`src/rtl/core/a2rm_pkg.sv`:
```
// Shared types and constants for the mouse event core.
// No dependencies; the front end, queue, back end, top level and checker import this package.
package a2rm_pkg;

    localparam int BUTTON_LINES = 3;
    localparam logic [BUTTON_LINES-1:0] BUTTON_MASK = 3'h7;
    localparam int QUEUE_DEPTH = 2;

    localparam logic [1:0] KIND_MOTION  = 2'd0;
    localparam logic [1:0] KIND_PRESS   = 2'd1;
    localparam logic [1:0] KIND_RELEASE = 2'd2;

    // Classified poll: bit 0 of ev_mask is motion, bit i is button i.
    typedef struct packed {
        logic signed [15:0]      dx;
        logic signed [15:0]      dy;
        logic [BUTTON_LINES-1:0] btn_now;
        logic [BUTTON_LINES:0]   ev_mask;
    } a2rm_rec_t;

    typedef struct packed {
        logic      valid;
        a2rm_rec_t rec;
    } a2rm_entry_t;

endpackage

```
`src/rtl/core/a2rm_if.sv`:
```
// Handshake interfaces for the poll input and the event output.
// Depends on nothing; the core's top level uses both.
interface a2rm_poll_if;
    logic               valid;
    logic               ready;
    logic signed [15:0] pos_x;
    logic signed [15:0] pos_y;
    logic [2:0]         button_bits;

    modport source (output valid, pos_x, pos_y, button_bits, input ready);
    modport sink (input valid, pos_x, pos_y, button_bits, output ready);
endinterface

interface a2rm_event_if;
    logic               valid;
    logic               ready;
    logic [1:0]         event_kind;
    logic [1:0]         button_number;
    logic signed [15:0] delta_x;
    logic signed [15:0] delta_y;
    logic               last_event;

    modport source (output valid, event_kind, button_number, delta_x, delta_y, last_event,
                    input ready);
    modport sink (input valid, event_kind, button_number, delta_x, delta_y, last_event,
                  output ready);
endinterface

```
`src/rtl/core/a2rm_front.sv`:
```
// Front end: accepts polls, forms deltas and button change masks, keeps poll state.
// Depends on a2rm_pkg and a2rm_poll_if.
module a2rm_front #(
    parameter int NUM_BUTTONS = 3
) (
    input  logic                  clk,
    input  logic                  rst_n,
    a2rm_poll_if.sink             poll,
    output a2rm_pkg::a2rm_entry_t push,
    input  logic                  push_ready
);
    import a2rm_pkg::*;

    localparam int ScanCount = (NUM_BUTTONS < BUTTON_LINES) ? NUM_BUTTONS : BUTTON_LINES;

    logic signed [15:0]      last_x_reg, last_x_next;
    logic signed [15:0]      last_y_reg, last_y_next;
    logic [BUTTON_LINES-1:0] last_btn_reg, last_btn_next;
    logic                    first_reg, first_next;

    logic [BUTTON_LINES-1:0] btn;
    logic [BUTTON_LINES-1:0] changed;
    logic signed [15:0]      base_x;
    logic signed [15:0]      base_y;
    logic                    accept;
    a2rm_rec_t               rec;

    always_comb
    begin
        btn     = poll.button_bits & BUTTON_MASK;
        changed = btn ^ last_btn_reg;
        // On the first poll the previous position is the current one.
        base_x  = first_reg ? poll.pos_x : last_x_reg;
        base_y  = first_reg ? poll.pos_y : last_y_reg;

        rec.dx      = poll.pos_x - base_x;
        rec.dy      = poll.pos_y - base_y;
        rec.btn_now = btn;
        rec.ev_mask[0] = (rec.dx != 16'sd0) || (rec.dy != 16'sd0);
        for (int i = 0; i < BUTTON_LINES; i++)
        begin
            rec.ev_mask[i+1] = (i < ScanCount) ? changed[i] : 1'b0;
        end

        poll.ready = push_ready;
        accept     = poll.valid && push_ready;
        push.valid = poll.valid && (|rec.ev_mask);
        push.rec   = rec;

        last_x_next   = accept ? poll.pos_x : last_x_reg;
        last_y_next   = accept ? poll.pos_y : last_y_reg;
        last_btn_next = accept ? btn : last_btn_reg;
        first_next    = accept ? 1'b0 : first_reg;
    end

    always_ff @(posedge clk or negedge rst_n)
    begin
        if (!rst_n)
        begin
            last_x_reg   <= '0;
            last_y_reg   <= '0;
            last_btn_reg <= '0;
            first_reg    <= 1'b1;
        end
        else
        begin
            last_x_reg   <= last_x_next;
            last_y_reg   <= last_y_next;
            last_btn_reg <= last_btn_next;
            first_reg    <= first_next;
        end
    end

endmodule

```
`src/rtl/core/a2rm_queue.sv`:
```
// Short queue of classified polls between the front and back ends.
// Depends on a2rm_pkg.
module a2rm_queue (
    input  logic                  clk,
    input  logic                  rst_n,
    input  a2rm_pkg::a2rm_entry_t push,
    output logic                  push_ready,
    output a2rm_pkg::a2rm_entry_t head,
    input  logic                  pop
);
    import a2rm_pkg::*;

    localparam int PtrW = (QUEUE_DEPTH > 1) ? $clog2(QUEUE_DEPTH) : 1;
    localparam int CntW = $clog2(QUEUE_DEPTH + 1);
    localparam logic [PtrW-1:0] LastPtr = PtrW'(QUEUE_DEPTH - 1);
    localparam logic [CntW-1:0] FullCnt = CntW'(QUEUE_DEPTH);

    a2rm_rec_t       slots_reg [QUEUE_DEPTH];
    logic [PtrW-1:0] wr_ptr_reg, wr_ptr_next;
    logic [PtrW-1:0] rd_ptr_reg, rd_ptr_next;
    logic [CntW-1:0] count_reg, count_next;
    logic            do_push;
    logic            do_pop;

    always_comb
    begin
        push_ready = (count_reg != FullCnt);
        do_push    = push.valid && push_ready;
        do_pop     = pop && (count_reg != '0);
        head.valid = (count_reg != '0);
        head.rec   = slots_reg[rd_ptr_reg];

        wr_ptr_next = wr_ptr_reg;
        if (do_push)
        begin
            wr_ptr_next = (wr_ptr_reg == LastPtr) ? '0 : wr_ptr_reg + 1'b1;
        end
        rd_ptr_next = rd_ptr_reg;
        if (do_pop)
        begin
            rd_ptr_next = (rd_ptr_reg == LastPtr) ? '0 : rd_ptr_reg + 1'b1;
        end
        count_next = count_reg;
        if (do_push && !do_pop)
        begin
            count_next = count_reg + 1'b1;
        end
        else if (do_pop && !do_push)
        begin
            count_next = count_reg - 1'b1;
        end
    end

    always_ff @(posedge clk)
    begin
        if (do_push)
        begin
            slots_reg[wr_ptr_reg] <= push.rec;
        end
    end

    always_ff @(posedge clk or negedge rst_n)
    begin
        if (!rst_n)
        begin
            wr_ptr_reg <= '0;
            rd_ptr_reg <= '0;
            count_reg  <= '0;
        end
        else
        begin
            wr_ptr_reg <= wr_ptr_next;
            rd_ptr_reg <= rd_ptr_next;
            count_reg  <= count_next;
        end
    end

endmodule

```
`src/rtl/core/a2rm_back.sv`:
```
// Back end: walks the event mask of the head entry, one event per beat, into
// an output register. Depends on a2rm_pkg and a2rm_event_if.
module a2rm_back (
    input  logic                  clk,
    input  logic                  rst_n,
    input  a2rm_pkg::a2rm_entry_t head,
    output logic                  pop,
    a2rm_event_if.source          report
);
    import a2rm_pkg::*;

    localparam int IdxW = $clog2(BUTTON_LINES + 1);

    logic [BUTTON_LINES:0] done_reg, done_next;
    logic [BUTTON_LINES:0] pending;
    logic [BUTTON_LINES:0] sel;
    logic [BUTTON_LINES:0] remaining;
    logic [IdxW-1:0]       sel_idx;
    logic [IdxW-1:0]       btn_idx;
    logic                  load;

    logic               valid_reg, valid_next;
    logic [1:0]         kind_reg, kind_next;
    logic [1:0]         button_reg, button_next;
    logic signed [15:0] dx_reg, dx_next;
    logic signed [15:0] dy_reg, dy_next;
    logic               last_reg, last_next;

    always_comb
    begin
        pending = head.rec.ev_mask & ~done_reg;
        sel     = pending & (~pending + 1'b1);
        remaining = pending & ~sel;
        sel_idx = '0;
        for (int i = BUTTON_LINES; i >= 0; i--)
        begin
            if (pending[i])
            begin
                sel_idx = IdxW'(i);
            end
        end
        btn_idx = sel_idx - 1'b1;

        load = head.valid && (!valid_reg || report.ready);
        // The entry leaves the queue with its final event.
        pop  = load && (remaining == '0);

        done_next = done_reg;
        if (load)
        begin
            done_next = (remaining == '0) ? '0 : (done_reg | sel);
        end

        valid_next  = load ? 1'b1 : (valid_reg && !report.ready);
        kind_next   = kind_reg;
        button_next = button_reg;
        dx_next     = dx_reg;
        dy_next     = dy_reg;
        last_next   = last_reg;
        if (load)
        begin
            if (sel_idx == '0)
            begin
                kind_next = KIND_MOTION;
            end
            else
            begin
                kind_next = head.rec.btn_now[btn_idx] ? KIND_PRESS : KIND_RELEASE;
            end
            button_next = 2'(sel_idx);
            dx_next     = head.rec.dx;
            dy_next     = head.rec.dy;
            last_next   = (remaining == '0);
        end

        report.valid         = valid_reg;
        report.event_kind    = kind_reg;
        report.button_number = button_reg;
        report.delta_x       = dx_reg;
        report.delta_y       = dy_reg;
        report.last_event    = last_reg;
    end

    always_ff @(posedge clk)
    begin
        kind_reg   <= kind_next;
        button_reg <= button_next;
        dx_reg     <= dx_next;
        dy_reg     <= dy_next;
        last_reg   <= last_next;
    end

    always_ff @(posedge clk or negedge rst_n)
    begin
        if (!rst_n)
        begin
            valid_reg <= 1'b0;
            done_reg  <= '0;
        end
        else
        begin
            valid_reg <= valid_next;
            done_reg  <= done_next;
        end
    end

endmodule

```
`src/rtl/core/absolute_to_relative_mouse_events_core.sv`:
```
// Top level of the mouse event core: front end, queue and back end.
// Depends on a2rm_pkg, a2rm_if, a2rm_front, a2rm_queue and a2rm_back.
//
//   Port    Dir  Handshake     Beat carries
//   poll    in   valid/ready   pos_x, pos_y, button_bits
//   report  out  valid/ready   event_kind, button_number, delta_x, delta_y, last_event
//
// A poll's zero to four events leave one per cycle while report.ready is high,
// each through the back end's single output register; the first event passes
// through a queue slot and then that output register before it is valid.
// Polls keep being taken until two classified polls wait in the queue; a poll
// with no events still needs a free slot before it is taken.
// Reset clears the stored position and buttons and arms the first-poll case.
module absolute_to_relative_mouse_events_core #(
    parameter int NUM_BUTTONS = 3
) (
    input  logic          clk,
    input  logic          rst_n,
    a2rm_poll_if.sink     poll,
    a2rm_event_if.source  report
);
    import a2rm_pkg::*;

    a2rm_entry_t push;
    a2rm_entry_t head;
    logic        push_ready;
    logic        pop;

    a2rm_front #(
        .NUM_BUTTONS(NUM_BUTTONS)
    ) u_front (
        .clk       (clk),
        .rst_n     (rst_n),
        .poll      (poll),
        .push      (push),
        .push_ready(push_ready)
    );

    a2rm_queue u_queue (
        .clk       (clk),
        .rst_n     (rst_n),
        .push      (push),
        .push_ready(push_ready),
        .head      (head),
        .pop       (pop)
    );

    a2rm_back u_back (
        .clk   (clk),
        .rst_n (rst_n),
        .head  (head),
        .pop   (pop),
        .report(report)
    );

endmodule

```
`src/flat_wrapper.sv`:
```
// flat-port wrapper written by rule: the top's interface ports become plain ports
module absolute_to_relative_mouse_events_core_flat import a2rm_pkg::*;
#(
    parameter int NUM_BUTTONS = 3
)
  (clk, rst_n, poll_valid, poll_pos_x, poll_pos_y, poll_button_bits, poll_ready, report_valid, report_event_kind, report_button_number, report_delta_x, report_delta_y, report_last_event, report_ready);
  a2rm_poll_if poll_i ();
  a2rm_event_if report_i ();
  input  logic clk;
  input  logic rst_n;
  input wire logic [$bits(poll_i.valid)-1:0] poll_valid;
  input wire logic [$bits(poll_i.pos_x)-1:0] poll_pos_x;
  input wire logic [$bits(poll_i.pos_y)-1:0] poll_pos_y;
  input wire logic [$bits(poll_i.button_bits)-1:0] poll_button_bits;
  output wire logic [$bits(poll_i.ready)-1:0] poll_ready;
  output wire logic [$bits(report_i.valid)-1:0] report_valid;
  output wire logic [$bits(report_i.event_kind)-1:0] report_event_kind;
  output wire logic [$bits(report_i.button_number)-1:0] report_button_number;
  output wire logic [$bits(report_i.delta_x)-1:0] report_delta_x;
  output wire logic [$bits(report_i.delta_y)-1:0] report_delta_y;
  output wire logic [$bits(report_i.last_event)-1:0] report_last_event;
  input wire logic [$bits(report_i.ready)-1:0] report_ready;
  assign poll_i.valid = poll_valid;
  assign poll_i.pos_x = poll_pos_x;
  assign poll_i.pos_y = poll_pos_y;
  assign poll_i.button_bits = poll_button_bits;
  assign poll_ready = poll_i.ready;
  assign report_valid = report_i.valid;
  assign report_event_kind = report_i.event_kind;
  assign report_button_number = report_i.button_number;
  assign report_delta_x = report_i.delta_x;
  assign report_delta_y = report_i.delta_y;
  assign report_last_event = report_i.last_event;
  assign report_i.ready = report_ready;
  absolute_to_relative_mouse_events_core #(.NUM_BUTTONS(NUM_BUTTONS)) u_core (.clk(clk), .rst_n(rst_n), .poll(poll_i), .report(report_i));
endmodule
```
`config.mk`:
```
export PLATFORM = sky130hd
export DESIGN_NAME = absolute_to_relative_mouse_events_core_flat
export DESIGN_NICKNAME = d
export VERILOG_FILES = /design/src/rtl/core/a2rm_pkg.sv /design/src/rtl/core/a2rm_if.sv /design/src/rtl/core/a2rm_front.sv /design/src/rtl/core/a2rm_queue.sv /design/src/rtl/core/a2rm_back.sv /design/src/rtl/core/absolute_to_relative_mouse_events_core.sv /design/src/flat_wrapper.sv
export SDC_FILE = /design/constraint.sdc
export NUM_CORES = 1
export LEC_CHECK = 0
export ABC_AREA = 1
export BUFFER_PORTS_ARGS = -buffer_cell sky130_fd_sc_hd__buf_2
export CAP_MARGIN = 20
export CORE_MARGIN = 1
export CORE_UTILIZATION = 54
export CTS_BUF_LIST = sky130_fd_sc_hd__clkbuf_16
export DETAILED_ROUTE_END_ITERATION = 10
export GPL_TIMING_DRIVEN = 0
export PLACE_DENSITY = 0.76
export SETUP_SLACK_MARGIN = 0.1
export SLEW_MARGIN = 25
export SYNTH_ARGS = -nofsm -noshare
export SYNTH_HDL_FRONTEND = slang
export SYNTH_SLANG_ARGS = --single-unit
```
`constraint.sdc`:
```
create_clock -name clk -period 4.35 [get_ports clk]
set_clock_uncertainty 0.2 [all_clocks]
set_input_delay 0.2175 -clock clk [delete_from_list [all_inputs] [get_ports clk]]
set_output_delay 0.2175 -clock clk [all_outputs]
set_load 0.05 [all_outputs]
```
==> metrics.txt, run 1 <==
outcome complete, no violations; ys flop type edfxtp_1; CP Class reg -> reg; Synth cell types 42; Seq. cell area 4580 µm²; first-pass GRT wire length 30200 µm; Clk Latency, worst-skew pair 0.42 ns; clock sinks 160; pre-CTS setup slack -0.149 ns; area of the multi-input gates 3270 µm²; top cells by count, synth nand2_1 (363), inv_1 (138), edfxtp_1 (115); post-placement cell area 9180 µm²; Max Clock Freq 0.250 GHz; Final Critical Period 4.00 ns; router iterations before antenna repair 5; Cell Area, Synth 8460 µm²; FP Rows 45; setup violators final 0; crit end category flop; drt total wl 18600 µm; GRT Total Usage 24.4%; core box area 15300 µm²; Slew @ Worst Pin 0.758 ns; Root Driver clkbuf_16; filler cell count 1231; CP Max Fanout 10; clock-pin slew on the worst setup and hold paths 0.06 ns; Syn Area/Cell 8.59 µm²; antenna viol nets, final 0; HP Class in -> async; final worst slack 0.352 ns; Mapped Nets 1060; number of cells produced by synthesis 985; number of remaining DRC errors 0; CTS Buffer Depth 2; Post-synth ARST share 28.1%; Final Cycle Share 91.9%; sequential share of the synthesized area 54.1%; initial core utilization 55.4%; Final GP Congestion 0.923; number of flip-flops in the largest register 78; synthesis-to-finish area growth 19.7%; post-route cell area 10100 µm²; htree depth 4; final-report hold violation count 0; Final Power 8.20 mW; DR vias/cell 5.04; PwrDens 809 nW/µm²; Die ar. 16200 µm²; vias 6780; GRT overflow 0; count leader, synth nand2_1; CTS tree yes; initial antenna violation count 0; TritonCTS Buffers 17; unrepaired setup endpoints after global routing no; top cell type's share of synthesized area 40.8%; peak supply drop 0.336 mV; Post-DP HPWL 13600 µm; number of enable flip-flop cells after synthesis 115; # port buffers 77; crit start category flop; leakage 4.82 nW; setup TNS 0 ns; # Max-Cap Violations 0; synth top area cells edfxtp_1 (41%), nand2_1 (16%), dfrtp_1 (13%); Synth Warn # 0; pin count of the biggest net entering global routing 46; Critical Path RT 4.45 ns; CP arrival 4.10 ns; detailed router's first-iteration violation count 408; final-report max-slew violation count 0; Nets 1198; share of layout cells above drive strength 1 14.8%; most area-hungry cell type in the Yosys netlist edfxtp_1; max_slew headroom 49.4%; Die H 127 µm; vias in the first global route 6323; Boundary Pins 78; WL/cell 13.8 µm; antenna cells 0; Die Width 127 µm; register bit total from synthesis 160; fin util 66.4%
[critical path, cell delays in order, from the launching register on]
cell,delay [ns]
dfstp_2,0.54
clkbuf_4,0.22
clkbuf_4,0.24
o21ai_0,0.11
ha_1,0.37
nand2_1,0.10
nand2_1,0.07
a21oi_1,0.18
nand2_1,0.09
nand2_1,0.09
nand2_1,0.05
nand2_1,0.07
nand2_2,0.12
nor2_1,0.20
nand2_1,0.11
nor2_2,0.11
nand3_2,0.10
nand2_2,0.15
inv_1,0.08
ha_1,0.32
a21oi_1,0.11
o21ai_0,0.11
xor2_1,0.15
[power breakdown]
| group | total (mW) | switching [mW] | internal (mW) | leakage [nW] |
|---|---|---|---|---|
| clock | 1.35 | 0.579 | 0.769 | 0.253 |
| sequential | 2.77 | 0.197 | 2.57 | 1.63 |
| combinational | 4.08 | 2.92 | 1.16 | 2.94 |
[layout make-up]
| class | count | area share (%) |
|---|---|---|
| sequential | 160 | 45.2 |
| multi-input combinational | 660 | 32.3 |
| timing repair buffer | 118 | 8.18 |
| inverter | 145 | 5.37 |
| clock buffer | 17 | 4.20 |
| tap | 211 | 2.61 |
| buffer | 21 | 1.14 |
| clock inverter | 12 | 0.976 |
[cells by family after synthesis]
group / Yosys count / synth area share [%]
AO/OA/AOI/OAI: 94 / 5.92
XOR/XNOR: 8 / 0.828
adder cells (fa/ha/maj): 36 / 5.50
buffers and inverters: 166 / 7.44
flip-flops: 160 / 54.1
multiplexers: 1 / 0.118
AND/OR/NAND/NOR: 520 / 26.1
[cell usage in the layout, fill, tap and decap left out, drive strengths merged]
cell / instances
nor2: 63
a31oi: 1
a21oi: 20
edfxtp: 115
buf: 91
ha: 34
nand4: 11
and2: 4
xor2: 6
nor3: 9
nand3b: 6
dfstp: 1
bufinv: 1
mux2i: 1
inv: 148
o22ai: 1
clkinvlp: 4
nand2: 377
nor4: 2
o311ai: 1
xnor2: 2
clkinv: 4
dfrtp: 44
nor2b: 2
dlygate4sd3: 37
o211ai: 1
or2: 2
clkbuf: 28
fa: 2
o21ai: 68
nand3: 45
o21a: 2
[what timing repair did]
action	in CTS	in global routing
hold endpoints to repair	89	0
setup buffers	0	2
setup endpoints to repair	62	53
resized for setup	4	24
cloned	1	0
pin swaps	1	4
hold buffers	37	0
[through the flow]
step                instances  hold WS [ns]
global route             1344         0.188
floorplan                 985        -0.278
CTS                      1342         0.165
detailed placement       1275        0.0648
finish                   1344         0.151
global placement         1273         0.254
[worst paths after layout]
path / startpoint / endpoint / slack, ns / cells after the start
min in group clk: poll_valid / u_core.u_front.last_y_reg[0] / 0.19 / 5
worst min register to register: u_core.u_front.last_x_reg[10] / u_core.u_front.last_x_reg[10] / 0.28 / 2
worst min-delay path: rst_n / u_core.u_back.done_reg[2] / 0.15 / 2
max in group asynchronous: rst_n / u_core.u_front.last_y_reg[12] / 3.38 / 2
worst max register to register: u_core.u_front.first_reg / u_core.u_queue.count_reg[1] / 0.35 / 22
worst max-delay path: u_core.u_front.first_reg / u_core.u_queue.count_reg[1] / 0.35 / 22
[metal layers]
layer | global-route usage [%] | wire length [µm] | vias to the layer above | share of wire [%]
li1 | - | - | 3446 | -
met1 | 32.7 | 8580 | 3073 | 46
met2 | 39.9 | 8590 | 222 | 46
met3 | 4.77 | 1050 | 39 | 5.7
met4 | 8.26 | 361 | 0 | 1.9
met5 | 0 | 0 | - | 0
Power figures use the tool's default switching activity.
==> inputs of run 2 (changes only) <==
- ABC_AREA: 1 -> default
- PLACE_DENSITY: 0.76 -> 0.77
==> metrics.txt, run 2 <==
final-report hold violation count 0; DR vias/cell 5.82; sequential share of the synthesized area 56.1%; Final Cycle Share 105%; CP Max Fanout 7; top cell type's share of synthesized area 42.3%; number of remaining DRC errors 20; count leader, synth edfxtp_1; HP Class in -> async; most area-hungry cell type in the Yosys netlist edfxtp_1; Synth Warn # 0; CP arrival 4.70 ns; crit start category flop; setup TNS -11.63 ns; router iterations before antenna repair 7; Post-synth ARST share 28.1%; first-pass GRT wire length 28600 µm; Syn Area/Cell 13.3 µm²; post-placement cell area 8900 µm²; Max Clock Freq 0.220 GHz; Boundary Pins 78; CTS Buffer Depth 2; number of cells produced by synthesis 615; Clk Latency, worst-skew pair 0.42 ns; sequential power share 32.2%; detailed router's first-iteration violation count 424; initial antenna violation count 0; pin count of the biggest net entering global routing 46; flop2flop setup slack -0.21 ns; clock-pin slew on the worst setup and hold paths 0.07 ns; DRT met1 WL 8120 µm; GRT overflow 0; ys flop type edfxtp_1; number of enable flip-flop cells after synthesis 115; switching part of the total 41.1%; DP Cell Count 878; CTS tree yes; met2 wire length 9320 µm; antenna viol nets, final 0; crit end category flop; outcome finished with violations; most frequent cells in the layout edfxtp_1 (115), buf_2 (76), mux2_2 (66); Die H 125 µm; Mapped Nets 690; Critical Path RT 4.49 ns; Root Driver clkbuf_16; TritonCTS Buffers 17; most common cell after layout, fill and taps aside edfxtp_1; max_slew headroom 32.6%; WHS 0.154 ns; Die Width 125 µm; vias in the first global route 5528; # Max-Cap Violations 0; fin cells 978; antenna cells 0; final-report max-slew violation count 0; Comb pwr share 50.0%; unrepaired setup endpoints after global routing yes; top cells by count, synth edfxtp_1 (115), mux2_2 (67), dfrtp_1 (44); pre-CTS setup slack -0.700 ns; initial core utilization 55.7%; leakage 4.07 nW; peak supply drop 0.334 mV; GRT Total Usage 23.9%; Nets 856; number of flip-flops in the largest register 78; Post-DP HPWL 12300 µm; register bit total from synthesis 160; htree depth 4; Final Critical Period 4.56 ns; setup violators final 82; filler cell count 988; Final Power 8.62 mW; Cell Area, Synth 8160 µm²; max layer used met4; synth top area cells edfxtp_1 (42%), dfrtp_1 (13%), mux2_2 (9.2%); drt total wl 18800 µm; PwrDens 823 nW/µm²; clock sinks 160; WL/cell 19.2 µm; switching pwr 3.54 mW; # port buffers 77; fin util 71.5%; core box area 14600 µm²; clock power share 17.8%; CP Class reg -> reg; share of layout cells above drive strength 1 35.0%; failing checks DRC, setup timing; Final GP Congestion 0.919; final worst slack -0.205 ns; Die ar. 15600 µm²; Slew @ Worst Pin 1.00 ns; vias 5688; synthesis-to-finish area growth 28.4%; Synth cell types 80; FP Rows 44; P_int 5.08 mW; met3 WL 891 µm; post-route cell area 10500 µm²
-- run 2: cell count changes after synthesis, sizes merged, moves of 8 or more --
cell	change
nand4	-9
nor3	+10
mux2i	+33
inv	-126
nand2	-362
nand2b	+9
xnor2	+10
nor2	-30
a21oi	+9
or4	+8
o21ai	-49
nand3	-34
mux2	+67
a21o	+12
-- run 2: cells by family (layout without fill, tap and decap cells) --
kind of cell               count (synthesis)  in the layout  share of synthesized area [%]
DFF                                      160            160                           56.1
and+or+nand+nor                          132            132                           9.20
AOI/OAI and AO/OA                        121            121                           10.6
muxes                                    102            102                           13.7
buffers and inverters                     39            218                           1.99
adders and majority gates                 38             38                           5.95
xor gates and xnor gates                  23             23                           2.47
-- run 2: layout make-up --
| type | count | area, µm² | share of cell area (%) |
|---|---|---|---|
| buffer | 20 | 155 | 1.48 |
| clock buffer | 17 | 425 | 4.06 |
| clock inverter | 15 | 181 | 1.73 |
| inverter | 19 | 71.3 | 0.681 |
| sequential | 160 | 4580 | 43.7 |
| tap | 184 | 230 | 2.20 |
| multi-input combinational | 416 | 3700 | 35.4 |
| timing repair buffer | 147 | 1130 | 10.8 |
-- run 2: worst max-delay path, stage by stage, from the launching register on --
cell and delay (ns):
dfstp_2 0.55, buf_8 0.14, buf_12 0.15, buf_12 0.12, mux2i_4 0.25, ha_4 0.18
nand2_1 0.08, a2111oi_4 0.37, nor2_4 0.10, o2111a_1 0.26, or3_4 0.42, or4_4 0.56
nor4_4 0.31, a21oi_2 0.12, ha_4 0.21, xor2_1 0.14, nor2_1 0.13, xor2_1 0.16
-- run 2: worst paths after layout --
path                                                   start  depth (start not counted)                        endpoint
worst max-delay path                u_core.u_front.first_reg                         17     u_core.u_queue.count_reg[1]
worst min-delay path                                   rst_n                          2   u_core.u_front.last_x_reg[11]
worst max register to register      u_core.u_front.first_reg                         17     u_core.u_queue.count_reg[1]
worst min register to register  u_core.u_front.last_x_reg[2]                          1    u_core.u_front.last_x_reg[2]
max in group asynchronous                              rst_n                          2    u_core.u_front.last_y_reg[0]
min in group clk                                  poll_valid                          4  u_core.u_queue.slots_reg[1][3]
-- run 2: power groups by stage --
stage               clock network, mW  logic (mW)  registers [mW]
finish                           1.54        4.31            2.78
global route                     1.61        4.56            2.84
CTS                              1.55        3.99            2.77
detailed placement                  0        3.80            2.79
global placement                    0        3.64            2.75
floorplan                           0        2.21            3.39
-- run 2: routing by layer --
metal	track usage [%]	up-vias
met4	8.97	0
li1	-	2702
met1	31.3	2756
met3	3.65	39
met2	40.5	191
met5	0	-
-- run 2: repair_timing --
item | 4_1_cts | 5_1_grt
endpoints found under the hold margin | 88 | 0
buffers inserted | 12 | 13
setup endpoints to repair | 83 | 83
pin swaps | 13 | 19
gates cloned | 0 | 6
hold buffers | 37 | 0
resized for setup | 19 | 43
